File: src/hdl/rbca_pkg.sv
// Shared types, sizes and helpers for the result bus completion arbiter.
// No dependencies; the datapath, controller and top level import this package.
`default_nettype none
package rbca_pkg;

  localparam int MAX_BUSES   = 8;
  localparam int QUEUE_DEPTH = 32;
  localparam int BATCH_DEPTH = 16;
  localparam int QW          = $clog2(QUEUE_DEPTH);
  localparam int BW          = $clog2(BATCH_DEPTH);

  localparam logic [3:0] RB_RESET = 4'd2;
  localparam logic [3:0] RB_MAX   = 4'(MAX_BUSES);

  typedef struct packed {
    logic [31:0]       tag;
    logic signed [7:0] wake;
    logic [1:0]        unit;
  } entry_t;

  // controller -> datapath
  typedef struct packed {
    logic in_ready;
    logic check;
    logic insert;
    logic app_step;
    logic set_n;
    logic emit;
  } cmd_t;

  // datapath -> controller
  typedef struct packed {
    logic in_valid;
    logic in_is_tick;
    logic app_done;
    logic slot_free;
    logic grant_last;
  } status_t;

  localparam logic CMD_REPORT = 1'b0;
  localparam logic CMD_TICK   = 1'b1;

  // magnitude of the unit code, unknown units map to 3
  function automatic logic [1:0] unit_of(input logic [2:0] code);
    logic [1:0] u;
    case (code)
      3'd0:    u = 2'd0;
      3'd1:    u = 2'd1;
      3'd2:    u = 2'd2;
      3'd6:    u = 2'd2;
      3'd7:    u = 2'd1;
      default: u = 2'd3;
    endcase
    return u;
  endfunction

endpackage
`default_nettype wire

File: src/hdl/rbca_in_if.sv
// Input channel: completion reports and cycle ticks.
// Depends on nothing but the valid/ready convention.
`default_nettype none
interface rbca_in_if;
  logic              valid;
  logic              ready;
  logic              command;
  logic [31:0]       instruction_tag;
  logic signed [7:0] dest_register;
  logic signed [2:0] unit_code;
  logic [31:0]       cycle_number;

  modport source (output valid, command, instruction_tag, dest_register, unit_code,
                  cycle_number, input ready);
  modport sink (input valid, command, instruction_tag, dest_register, unit_code,
                cycle_number, output ready);
endinterface
`default_nettype wire

File: src/hdl/rbca_out_if.sv
// Result channel: one word per grant, or one empty word per tick.
// Depends on nothing but the valid/ready convention.
`default_nettype none
interface rbca_out_if;
  logic              valid;
  logic              ready;
  logic              granted;
  logic [31:0]       grant_tag;
  logic signed [7:0] wake_register;
  logic [1:0]        unit_index;
  logic [31:0]       retire_cycle;
  logic [3:0]        grants_this_cycle;
  logic              overflow_seen;
  logic              last;

  modport source (output valid, granted, grant_tag, wake_register, unit_index,
                  retire_cycle, grants_this_cycle, overflow_seen, last, input ready);
  modport sink (input valid, granted, grant_tag, wake_register, unit_index,
                retire_cycle, grants_this_cycle, overflow_seen, last, output ready);
endinterface
`default_nettype wire

File: src/hdl/rbca_dp.sv
// Datapath: sorted batch, circular waiting queue, tag compare, output register.
// Depends on rbca_pkg, rbca_in_if and rbca_out_if.
`default_nettype none
module rbca_dp
  import rbca_pkg::*;
(
  input  wire logic    clk,
  input  wire logic    rst_n,
  input  wire logic [3:0] result_buses,
  input  wire cmd_t    cmd,
  output status_t      sts,
  rbca_in_if.sink      in_ch,
  rbca_out_if.source   out_ch
);

  entry_t q_r [QUEUE_DEPTH];
  entry_t b_r [BATCH_DEPTH];

  logic [QW-1:0] head_r;
  logic [QW:0]   wc_r;
  logic [BW:0]   bc_r;
  logic [BW:0]   a_r;
  logic [BW:0]   pos_r;
  logic [3:0]    n_r;
  logic [3:0]    k_r;
  logic          hit_r;
  logic          ovf_r;

  entry_t        new_r;
  logic [31:0]   cyc_r;

  logic          ov_valid_r;
  logic          ov_granted_r;
  entry_t        ov_e_r;
  logic [31:0]   ov_cyc_r;
  logic [3:0]    ov_n_r;
  logic          ov_ovf_r;
  logic          ov_last_r;

  logic [QUEUE_DEPTH-1:0] qhit;
  logic [BATCH_DEPTH-1:0] bhit;
  logic [BATCH_DEPTH-1:0] bless;
  logic [3:0]    lim;
  logic [3:0]    n_comb;
  logic          full;
  logic [QW-1:0] tail;
  logic [QW-1:0] qoff;

  assign in_ch.ready = cmd.in_ready;

  always_comb begin
    for (int i = 0; i < QUEUE_DEPTH; i++) begin
      qoff    = QW'(i) - head_r;
      qhit[i] = ({1'b0, qoff} < wc_r) && (q_r[i].tag == new_r.tag);
    end
    for (int j = 0; j < BATCH_DEPTH; j++) begin
      bhit[j]  = ((BW+1)'(j) < bc_r) && (b_r[j].tag == new_r.tag);
      bless[j] = ((BW+1)'(j) < bc_r) && (b_r[j].tag < new_r.tag);
    end
  end

  assign full   = (bc_r == (BW+1)'(BATCH_DEPTH)) ||
                  ((QW+1)'(wc_r + (QW+1)'(bc_r)) >= (QW+1)'(QUEUE_DEPTH));
  assign tail   = head_r + wc_r[QW-1:0];
  assign lim    = (result_buses > RB_MAX) ? RB_MAX : result_buses;
  assign n_comb = (wc_r < (QW+1)'(lim)) ? wc_r[3:0] : lim;

  assign sts.in_valid   = in_ch.valid;
  assign sts.in_is_tick = (in_ch.command == CMD_TICK);
  assign sts.app_done   = (a_r == bc_r);
  assign sts.slot_free  = !ov_valid_r || out_ch.ready;
  assign sts.grant_last = (n_r == 4'd0) || (k_r + 4'd1 == n_r);

  // control state
  always_ff @(posedge clk) begin
    if (!rst_n) begin
      head_r     <= '0;
      wc_r       <= '0;
      bc_r       <= '0;
      a_r        <= '0;
      n_r        <= '0;
      k_r        <= '0;
      ovf_r      <= 1'b0;
      ov_valid_r <= 1'b0;
    end else begin
      if (cmd.insert && !hit_r) begin
        if (full) ovf_r <= 1'b1;
        else      bc_r  <= bc_r + 1'b1;
      end
      if (cmd.app_step) begin
        a_r  <= a_r + 1'b1;
        wc_r <= wc_r + 1'b1;
      end
      if (cmd.set_n) begin
        n_r  <= n_comb;
        bc_r <= '0;
        a_r  <= '0;
        k_r  <= '0;
      end
      if (cmd.emit) begin
        ov_valid_r <= 1'b1;
        if (n_r != 4'd0) begin
          head_r <= head_r + 1'b1;
          wc_r   <= wc_r - 1'b1;
          k_r    <= k_r + 1'b1;
        end
      end else if (out_ch.ready) begin
        ov_valid_r <= 1'b0;
      end
    end
  end

  // payload
  always_ff @(posedge clk) begin
    if (in_ch.valid && cmd.in_ready) begin
      new_r.tag   <= in_ch.instruction_tag;
      new_r.wake  <= in_ch.dest_register[7] ? 8'shFF : in_ch.dest_register;
      new_r.unit  <= unit_of(in_ch.unit_code);
      cyc_r       <= in_ch.cycle_number;
    end
    if (cmd.check) begin
      hit_r <= (|qhit) || (|bhit);
      pos_r <= (BW+1)'($countones(bless));
    end
    // keep the batch sorted by opening a slot at the insert position
    if (cmd.insert && !hit_r && !full) begin
      for (int j = 0; j < BATCH_DEPTH; j++) begin
        if ((BW+1)'(j) > pos_r && (BW+1)'(j) <= bc_r)
          b_r[j] <= b_r[(j == 0) ? 0 : j - 1];
        else if ((BW+1)'(j) == pos_r)
          b_r[j] <= new_r;
      end
    end
    if (cmd.app_step) q_r[tail] <= b_r[a_r[BW-1:0]];
    if (cmd.emit) begin
      ov_granted_r <= (n_r != 4'd0);
      ov_cyc_r     <= (n_r != 4'd0) ? cyc_r : 32'd0;
      ov_n_r       <= n_r;
      ov_ovf_r     <= ovf_r;
      ov_last_r    <= sts.grant_last;
      if (n_r != 4'd0) ov_e_r <= q_r[head_r];
      else             ov_e_r <= '{tag: 32'd0, wake: 8'shFF, unit: 2'd0};
    end
  end

  assign out_ch.valid             = ov_valid_r;
  assign out_ch.granted           = ov_granted_r;
  assign out_ch.grant_tag         = ov_e_r.tag;
  assign out_ch.wake_register     = ov_e_r.wake;
  assign out_ch.unit_index        = ov_e_r.unit;
  assign out_ch.retire_cycle      = ov_cyc_r;
  assign out_ch.grants_this_cycle = ov_n_r;
  assign out_ch.overflow_seen     = ov_ovf_r;
  assign out_ch.last              = ov_last_r;

endmodule
`default_nettype wire

File: src/hdl/rbca_ctrl.sv
// Controller: sequences report checks, batch appends and grant emission.
// Depends on rbca_pkg for the command and status structs.
`default_nettype none
module rbca_ctrl
  import rbca_pkg::*;
(
  input  wire logic    clk,
  input  wire logic    rst_n,
  input  wire status_t sts,
  output cmd_t         cmd
);

  localparam logic [2:0] S_IDLE   = 3'd0;
  localparam logic [2:0] S_CHECK  = 3'd1;
  localparam logic [2:0] S_INSERT = 3'd2;
  localparam logic [2:0] S_APPEND = 3'd3;
  localparam logic [2:0] S_GRANT  = 3'd4;

  logic [2:0] state_r, state_nxt;

  always_comb begin
    cmd       = '0;
    state_nxt = state_r;
    unique case (state_r)
      S_IDLE: begin
        cmd.in_ready = 1'b1;
        if (sts.in_valid) state_nxt = sts.in_is_tick ? S_APPEND : S_CHECK;
      end
      S_CHECK: begin
        cmd.check = 1'b1;
        state_nxt = S_INSERT;
      end
      S_INSERT: begin
        cmd.insert = 1'b1;
        state_nxt  = S_IDLE;
      end
      S_APPEND: begin
        if (sts.app_done) begin
          cmd.set_n = 1'b1;
          state_nxt = S_GRANT;
        end else begin
          cmd.app_step = 1'b1;
        end
      end
      S_GRANT: begin
        if (sts.slot_free) begin
          cmd.emit = 1'b1;
          if (sts.grant_last) state_nxt = S_IDLE;
        end
      end
      default: state_nxt = S_IDLE;
    endcase
  end

  always_ff @(posedge clk) begin
    if (!rst_n) state_r <= S_IDLE;
    else        state_r <= state_nxt;
  end

endmodule
`default_nettype wire

File: src/hdl/result_bus_completion_arbiter.sv
// Result bus completion arbiter: top level with the APB register and the two halves.
// Report: accepted in idle, then tag compare and sorted insert; next word taken after that.
// Tick: the batch is copied behind the waiting entries, then one grant word per cycle
// while the output is ready (at least one word). Depends on rbca_pkg, rbca_in_if,
// rbca_out_if.
// Reset (rst_n low, synchronous): queue and batch empty, overflow clear, result_buses 2.
`default_nettype none
module result_bus_completion_arbiter
  import rbca_pkg::*;
(
  input  wire logic        clk,
  input  wire logic        rst_n,
  rbca_in_if.sink          in_chan,
  rbca_out_if.source       out_chan,
  input  wire logic        cfg_psel,
  input  wire logic        cfg_penable,
  input  wire logic        cfg_pwrite,
  input  wire logic [1:0]  cfg_paddr,
  input  wire logic [31:0] cfg_pwdata,
  output logic [31:0]      cfg_prdata,
  output logic             cfg_pready
);

  cmd_t       cmd;
  status_t    sts;
  logic [3:0] rb_r;

  // Single register; the address bits are not decoded, so it answers at every address.
  assign cfg_pready = 1'b1;
  assign cfg_prdata = {28'd0, rb_r};

  always_ff @(posedge clk) begin
    if (!rst_n) begin
      rb_r <= RB_RESET;
    end else if (cfg_psel && cfg_penable && cfg_pwrite) begin
      rb_r <= cfg_pwdata[3:0];
    end
  end

  logic unused_addr;
  assign unused_addr = ^cfg_paddr;

  // Controller issues one command group per cycle; the datapath reports back.
  rbca_ctrl u_ctrl (
    .clk   (clk),
    .rst_n (rst_n),
    .sts   (sts),
    .cmd   (cmd)
  );

  // Datapath holds the batch in tag order at all times, so a tick only
  // has to copy it behind the waiting entries, one entry a cycle.
  rbca_dp u_dp (
    .clk          (clk),
    .rst_n        (rst_n),
    .result_buses (rb_r),
    .cmd          (cmd),
    .sts          (sts),
    .in_ch        (in_chan),
    .out_ch       (out_chan)
  );

endmodule
`default_nettype wire
File: src/flat_wrapper.sv
// flat-port wrapper written by rule: the top's interface ports become plain ports
module result_bus_completion_arbiter_flat import rbca_pkg::*;
  (clk, rst_n, cfg_psel, cfg_penable, cfg_pwrite, cfg_paddr, cfg_pwdata, cfg_prdata, cfg_pready, in_chan_valid, in_chan_command, in_chan_instruction_tag, in_chan_dest_register, in_chan_unit_code, in_chan_cycle_number, in_chan_ready, out_chan_valid, out_chan_granted, out_chan_grant_tag, out_chan_wake_register, out_chan_unit_index, out_chan_retire_cycle, out_chan_grants_this_cycle, out_chan_overflow_seen, out_chan_last, out_chan_ready);
  rbca_in_if in_chan_i ();
  rbca_out_if out_chan_i ();
  input  wire logic clk;
  input  wire logic rst_n;
  input  wire logic cfg_psel;
  input  wire logic cfg_penable;
  input  wire logic cfg_pwrite;
  input  wire logic [1:0] cfg_paddr;
  input  wire logic [31:0] cfg_pwdata;
  output logic [31:0] cfg_prdata;
  output logic cfg_pready;
  input wire logic [$bits(in_chan_i.valid)-1:0] in_chan_valid;
  input wire logic [$bits(in_chan_i.command)-1:0] in_chan_command;
  input wire logic [$bits(in_chan_i.instruction_tag)-1:0] in_chan_instruction_tag;
  input wire logic [$bits(in_chan_i.dest_register)-1:0] in_chan_dest_register;
  input wire logic [$bits(in_chan_i.unit_code)-1:0] in_chan_unit_code;
  input wire logic [$bits(in_chan_i.cycle_number)-1:0] in_chan_cycle_number;
  output wire logic [$bits(in_chan_i.ready)-1:0] in_chan_ready;
  output wire logic [$bits(out_chan_i.valid)-1:0] out_chan_valid;
  output wire logic [$bits(out_chan_i.granted)-1:0] out_chan_granted;
  output wire logic [$bits(out_chan_i.grant_tag)-1:0] out_chan_grant_tag;
  output wire logic [$bits(out_chan_i.wake_register)-1:0] out_chan_wake_register;
  output wire logic [$bits(out_chan_i.unit_index)-1:0] out_chan_unit_index;
  output wire logic [$bits(out_chan_i.retire_cycle)-1:0] out_chan_retire_cycle;
  output wire logic [$bits(out_chan_i.grants_this_cycle)-1:0] out_chan_grants_this_cycle;
  output wire logic [$bits(out_chan_i.overflow_seen)-1:0] out_chan_overflow_seen;
  output wire logic [$bits(out_chan_i.last)-1:0] out_chan_last;
  input wire logic [$bits(out_chan_i.ready)-1:0] out_chan_ready;
  assign in_chan_i.valid = in_chan_valid;
  assign in_chan_i.command = in_chan_command;
  assign in_chan_i.instruction_tag = in_chan_instruction_tag;
  assign in_chan_i.dest_register = in_chan_dest_register;
  assign in_chan_i.unit_code = in_chan_unit_code;
  assign in_chan_i.cycle_number = in_chan_cycle_number;
  assign in_chan_ready = in_chan_i.ready;
  assign out_chan_valid = out_chan_i.valid;
  assign out_chan_granted = out_chan_i.granted;
  assign out_chan_grant_tag = out_chan_i.grant_tag;
  assign out_chan_wake_register = out_chan_i.wake_register;
  assign out_chan_unit_index = out_chan_i.unit_index;
  assign out_chan_retire_cycle = out_chan_i.retire_cycle;
  assign out_chan_grants_this_cycle = out_chan_i.grants_this_cycle;
  assign out_chan_overflow_seen = out_chan_i.overflow_seen;
  assign out_chan_last = out_chan_i.last;
  assign out_chan_i.ready = out_chan_ready;
  result_bus_completion_arbiter u_core (.clk(clk), .rst_n(rst_n), .in_chan(in_chan_i), .out_chan(out_chan_i), .cfg_psel(cfg_psel), .cfg_penable(cfg_penable), .cfg_pwrite(cfg_pwrite), .cfg_paddr(cfg_paddr), .cfg_pwdata(cfg_pwdata), .cfg_prdata(cfg_prdata), .cfg_pready(cfg_pready));
endmodule
File: config.mk
export PLATFORM = sky130hd
export DESIGN_NAME = result_bus_completion_arbiter_flat
export DESIGN_NICKNAME = d
export VERILOG_FILES = /design/src/hdl/rbca_pkg.sv /design/src/hdl/rbca_in_if.sv /design/src/hdl/rbca_out_if.sv /design/src/hdl/rbca_dp.sv /design/src/hdl/rbca_ctrl.sv /design/src/hdl/result_bus_completion_arbiter.sv /design/src/flat_wrapper.sv
export SDC_FILE = /design/constraint.sdc
export NUM_CORES = 2
export LEC_CHECK = 0
export BUFFER_PORTS_ARGS = -buffer_cell sky130_fd_sc_hd__buf_4
export CAP_MARGIN = 10
export CORE_MARGIN = 2
export CORE_UTILIZATION = 45
export DETAILED_ROUTE_END_ITERATION = 7
export SKIP_CTS_REPAIR_TIMING = 1
export SLEW_MARGIN = 15
export SYNTH_ARGS = -nofsm -noshare
export SYNTH_HDL_FRONTEND = slang
export SYNTH_SLANG_ARGS = --single-unit
export TNS_END_PERCENT = 10
File: constraint.sdc
create_clock -name clk -period 13.4 [get_ports clk]
set_input_delay 1.34 -clock clk [delete_from_list [all_inputs] [get_ports clk]]
set_output_delay 1.34 -clock clk [all_outputs]
set_load 0.05 [all_outputs]
Word-level counts from Yosys, hierarchy flattened:

Memories as Yosys holds them, arrays and structs flattened. A register that Yosys moved wholly into a read port is not among the register bits.
Cells that the tools add are included.

* memories: 2
* memory bits (read-only): 0
* register bits after elaboration: 157
* latch bits: 0
* memory bits (writable): 2016
* input bits: 117

Memories
* u_core.u_dp.q_r: depth 32, bits a word 42, rd ports 33, clocked after memory_dff 1, wr ports 1, line rbca_dp.sv:16 `entry_t q_r [QUEUE_DEPTH];`
* u_core.u_dp.b_r: depth 16, bits a word 42, rd ports 17, clocked after memory_dff 1, wr ports 16, line rbca_dp.sv:17 `entry_t b_r [BATCH_DEPTH];`

* divide/modulo/power cells: 0
* equal/unequal tests: 78
* reduce and logical (&&, ||, !) cells: 108
* shift-type cells: 0
* multiplexer cells: 158
* $mul: 0
* bitwise operators: 18
* order comparisons: 99
* add/sub/neg operators: 55

Operator list (number)
* $eq 32x32->1: 48
* $mux 42: 16
* $lt 32x32->1: 16
* $lt 5x6->1: 32
* $mux 1: 123
* $logic_and 1x1->1: 85
* $sub 5x5->5 const A: 16
* $eq 4x5->1 const A: 8
* $gt 4x5->1 const A: 8
* $le 4x5->1 const A: 8
* $lt 4x5->1 const A: 8
* $sub 4x5->5 const A: 8
* $reduce_or 32->1: 1
* $mux 4: 7
* $eq 3x5->1 const A: 4
* $gt 3x5->1 const A: 4
* $le 3x5->1 const A: 4
* $lt 3x5->1 const A: 4
* $sub 3x5->5 const A: 4
* $mux 6: 3
* $add 1x1->2: 8
* $or 1x1->1: 16
* $reduce_or 16->1: 1
* $add 5x1->5 const B: 3
* other kinds (45): 81

Logic depth before layout (Yosys ltp):

* word-level depth: 8
* depth in mapped cells: 25

Hierarchy:

Synthesis repeated with hierarchy kept, for this count alone.

* cell total of the unflattened synthesis: 7523
* area total of the unflattened synthesis: 117268.7 sq um

Modules (own cells, without submodules)
* rbca_dp: seq. area each 66073.4 sq um, instances 1, area an instance 116673.1 sq um, cells each 7448
* result_bus_completion_arbiter: seq. area each 80.1 sq um, instances 1, area an instance 386.6 sq um, cells each 49
* rbca_ctrl: seq. area each 60.1 sq um, instances 1, area an instance 209.0 sq um, cells each 26

Least setup slack after synthesis:

No wires, ideal clock.

* path kind: flip-flop to flip-flop
* start: register u_core.u_dp.wc_r[1]
* end: memory u_core.u_dp.b_r[11][0] (netlist bit), enable pin
* arrival time: 6.697 ns
* cell stages (with the launch flop): 10
* data required time: 12.842 ns
* slack: 6.145 ns
* library setup time: 0.558 ns
* buffers on the path: 1
* period minus slack after synthesis: 7.255 ns
* cells stage by stage: dfxtp_1 -> ha_1 -> a21o_1 -> a21o_1 -> a21o_1 -> a21oi_1 -> xnor2_1 -> or4_1 -> buf_4 -> o41ai_1

RTL lines
* from (decl): line rbca_dp.sv:20 `logic [QW:0] wc_r;`
* from (signal assigned): line rbca_dp.sv:92 `wc_r <= wc_r + 1'b1;`
* from (signal assigned): line rbca_dp.sv:104 `wc_r <= wc_r - 1'b1;`
* to (decl): line rbca_dp.sv:17

Worst setup path in the final report:

* start: register u_core.u_dp.new_r[35] (netlist bit)
* end: register u_core.u_dp.pos_r[4], data pin

* cells in the longest elaborated chain, start to end: 6

RTL lines
* from (decl): line rbca_dp.sv:29 `entry_t new_r;`
* $lt 32x32->1: line rbca_dp.sv:58 `bless[j] = ((BW+1)'(j) < bc_r) && (b_r[j].tag < new_r.tag);`
* $logic_and 1x1->1: line rbca_dp.sv:58
* $add 1x1->2 (not written as such): line rbca_dp.sv:123 `pos_r <= (BW+1)'($countones(bless));`
* $add 2x2->3 (not written as such): line rbca_dp.sv:123
* $add 3x3->4 (not written as such): line rbca_dp.sv:123
* $add 4x4->5 (not written as such) *: line rbca_dp.sv:123
* to (signal assigned): line rbca_dp.sv:123
* to (decl): line rbca_dp.sv:23 `logic [BW:0] pos_r;`

Mark *: on every way between the ends. The rest lies on a longest branch, timed or not.
A chain may end at the register's enable or synchronous reset.

==> results.cfg <==
[sta]
rsz0062_at_grt = no
max_freq_mhz = 139
period_minus_slack_ns = 7.18
setup_viol = 0
layout_worst_path_cycle_share_pct = 53.6
finalSetupTns_ns = 0
final_hold_viol_count = 0
whs_ns = 0.460
skew_ns = 0.0908
max-slew-margin-rel_pct = 10.9
slew_viol_final = 0
tightest_slew_ns = 1.30

[route]
num_vias = 73700
drc = 0
drt_iter0_drc = 9983
viasPerCell = 6.46
ant_nets = 0
dr.pass1.iters = 6
wl_mm = 419
wl_per_cell_um = 36.7

[logic_synthesis]
ys_seq_elements = 2219
ys.flop_type = edfxtp_1
syn_area_um2 = 117000
synth_compound_area_share_pct = 3.89
yosysSeqAreaShare_pct = 56.7
syn_avg_cell_area_um2 = 15.4
yosysTopAreaCell = edfxtp_1
synth_edf_count = 2177
netlist-cell-type-count = 72
synth_mux_area_share_pct = 17.0
syn_inst = 7582
synthXorXnorAreaFrac_pct = 8.09
async_reset_ff_share_pct = 0
synthSimpleGateAreaFrac_pct = 5.46
synth_top_family_by_area = multiplexers
yosysWarnings = 0
synth_top_area_share_pct = 56.0
synth_area_leaders = edfxtp_1 56%, mux4_2 12%, ha_1 6.5%, xnor2_1 5.6%, mux2_2 4.7%
synth_fa_ha_area_share_pct = 6.71

[setup_path]
crit_fanout = 23
cpMostUsedCell = fa_1
crit_path_start_kind = flip-flop
required_ns = 14.02
end_kind = flip-flop
worstPathArrival_ns = 7.80
cp.buffers_inverters = 6
worstSetupPathType = flip-flop to flip-flop
slowest_delay_ns = 1.10
cp_top_family = adder cells
ff2ff_path_depth = 23
cp_slowest_cell = a2111oi_0
critical_path.cell_chain = buf_4 -> inv_1 -> buf_4 -> ha_1 -> a21oi_1 -> nor2b_1 -> o21ai_0 -> nand2b_1 -> a21oi_1 -> nor2_1 -> a2111oi_0 -> nand3_1 -> fa_1 -> inv_1 -> fa_1 -> inv_1 -> fa_1 -> inv_1 -> fa_1 -> ha_1 -> fa_1 -> a21oi_1 -> nor2b_1
cp.depth = 23

[placed_design]
place_area_um2 = 123000
place_hpwl_mm = 291
gp_congestion = 0.959
port_buffers = 173

[floorplanning]
dieArea_um2 = 264000
start_util_pct = 45.1
die_y_um = 513
rows = 187
fp.dieW_um = 513
pin_count = 233
core-area_um2 = 259000

[cells_and_area]
final_nets = 8524
layout-drive-gt1-share_pct = 24.4
finish.instance_area_um2 = 131000
syn_to_final_growth_pct = 11.8

[power_and_ir_drop]
pwr_density_cell_nw_per_um2 = 116
p_leak_nw = 43.1
ir_worst_vdd_uv = 140

[grt]
grt_overflow = 0
grt_max_degree = 117
use_met3_pct = 6.71
grt_pass1_vias = 72300
antenna_found_initial = 36
track_usage_pct = 31.3
met2_usage_pct = 49.1
grt_use_met1_pct = 41.6
grt_busiest_layer = met2
grt_pass1_wl_mm = 577

[min_path]
hp-class = flip-flop to flip-flop
hold_depth = 0

[outcome]
status = completed

[clocking]
clockBufferDepth = 3
clkTransAtPathRegs_ns = 0.07
htreeDepth = 4
clk_latency_ns = 0.94
cts.sinks = 2219
cts_buffers = 241
cts_tree = built
cts-root-buf = clkbuf_16

[job]
cap_viol_max_count = 0
## cell type report
cell class	instances	area (µm²)
fill	21700	128000
tap	3402	4260
timing repair buffer	401	3070
antenna	17	42.5
clock inverter	157	1480
sequential	2219	66200
clock buffer	291	6290
multi-input combinational	4803	48800
inverter	122	460
## worst register-to-register path: stages (launching register included)
cell,delay (ns)
edfxtp_1,0.32
buf_4,0.44
inv_1,0.44
buf_4,0.31
ha_1,0.34
a21oi_1,0.14
nor2b_1,0.06
o21ai_0,0.16
nand2b_1,0.08
a21oi_1,0.17
nor2_1,0.06
a2111oi_0,1.10
nand3_1,0.26
fa_1,0.61
inv_1,0.05
fa_1,0.49
inv_1,0.05
fa_1,0.47
inv_1,0.05
fa_1,0.47
ha_1,0.24
fa_1,0.40
a21oi_1,0.15
nor2b_1,0.06
## Yosys cell counts (25+ instances only)
cell type / n
o21ai_0: 239
nor4_1: 125
xor2_1: 328
a21o_1: 129
nor2b_1: 80
and2_1: 45
inv_1: 120
xnor2_1: 751
a21oi_1: 211
nand2b_1: 50
clkbuf_1: 255
a211oi_1: 25
o21a_1: 44
buf_4: 33
mux4_2: 630
nand4_1: 308
edfxtp_1: 2177
dfxtp_1: 42
buf_1: 106
nor3_1: 39
nand2_1: 311
mux2_2: 485
buf_2: 59
o211ai_1: 26
nor2_1: 106
ha_1: 607
nand3_1: 69
## power breakdown
group          switching (W)  total [W]  internal [W]  leakage, nW
logic               0.000628   0.000935      0.000307         19.5
registers          0.0000285    0.00759       0.00756         19.9
clock network        0.00296    0.00667       0.00371         3.77
total                0.00362     0.0152        0.0116         43.1
## cell usage in the layout (no fill, tap or decap), types with 9 or more instances in the layout
| cell | n |
|---|---|
| edfxtp_1 | 2177 |
| xnor2_1 | 751 |
| mux4_2 | 630 |
| ha_1 | 607 |
| mux2_2 | 485 |
| buf_4 | 396 |
| xor2_1 | 328 |
| nand4_1 | 308 |
| nand2_1 | 307 |
| clkbuf_16 | 244 |
| o21ai_0 | 238 |
| a21oi_1 | 209 |
| a21o_1 | 129 |
| inv_1 | 119 |
| nor4_1 | 118 |
| nor2b_1 | 80 |
| nor2_1 | 72 |
| nand3_1 | 65 |
| clkinv_1 | 60 |
| nand2b_1 | 50 |
| clkbuf_1 | 46 |
| o21a_1 | 44 |
| and2_1 | 43 |
| clkinv_2 | 43 |
| nor3_1 | 38 |
| nor2_4 | 34 |
| dfxtp_1 | 34 |
| conb_1 | 29 |
| o211ai_1 | 26 |
| a211oi_1 | 24 |
| bufinv_16 | 19 |
| diode_2 | 17 |
| mux2_1 | 15 |
| fa_1 | 12 |
| and3_1 | 11 |
| or3_1 | 11 |
| clkinvlp_4 | 11 |
| or2_2 | 9 |
## cells by family after synthesis
| logic type | Yosys count |
|---|---|
| AOI/OAI and AO/OA | 747 |
| DFF | 2219 |
| buffers and inverters | 587 |
| and+or+nand+nor | 1191 |
| adders and majority gates | 619 |
| xor gates and xnor gates | 1079 |
| muxes | 1138 |
| other | 2 |
## layer usage
metal,vias to the layer above,wire length [µm],share of wire (%)
met5,-,112,0.027
met4,16,23600,5.6
met3,824,41300,9.9
met2,4096,193000,46
met1,38700,160000,38
li1,30100,-,-
## worst paths after layout
path | slack (ns) | end | from
worst max register to register | 6.22 | u_core.u_dp.pos_r[4] | u_core.u_dp.new_r[35]
worst min-delay path | 0.46 | u_core.u_dp.out_ch.overflow_seen | u_core.u_dp.ovf_r
worst min register to register | 0.46 | u_core.u_dp.out_ch.overflow_seen | u_core.u_dp.ovf_r
worst max-delay path | 6.22 | u_core.u_dp.pos_r[4] | u_core.u_dp.new_r[35]
## metrics by stage
stage | util [%] | std cells | total power [W] | setup WS (ns)
2_1_floorplan | - | 7609 | 0.00829 | 6.15
3_3_place_gp | 47.4 | 10900 | 0.00864 | 6.35
3_5_place_dp | 47.4 | 10900 | 0.00865 | 6.34
4_1_cts | 50.4 | 11400 | 0.0152 | 6.27
5_1_grt | 50.5 | 11400 | 0.0156 | 5.90
6_report | 50.5 | 11400 | 0.0152 | 6.22
## flip-flops by register name (all words and copies together) (netlist names), named ones only
register / cells
u_core.u_dp.out_ch.grant_tag: 32
u_core.u_dp.b_r: 672
u_core.u_dp.cyc_r: 32
u_core.u_dp.out_ch.unit_index: 2
u_core.u_dp.bc_r: 5
u_core.u_dp.pos_r: 5
u_core.u_dp.out_ch.valid: 1
u_core.u_dp.out_ch.last: 1
u_core.u_dp.out_ch.retire_cycle: 32
u_core.u_dp.out_ch.wake_register: 8
u_core.u_dp.q_r: 1344
u_core.u_dp.new_r: 42
u_core.rb_r: 4
u_core.u_dp.wc_r: 6
u_core.u_ctrl.state_r: 3
u_core.u_dp.out_ch.overflow_seen: 1
u_core.u_dp.hit_r: 1
u_core.u_dp.out_ch.granted: 1
u_core.u_dp.ovf_r: 1
u_core.u_dp.head_r: 5
u_core.u_dp.a_r: 5
u_core.u_dp.n_r: 4
u_core.u_dp.out_ch.grants_this_cycle: 4
u_core.u_dp.k_r: 4
No activity file was read; power rests on OpenSTA's default activity.
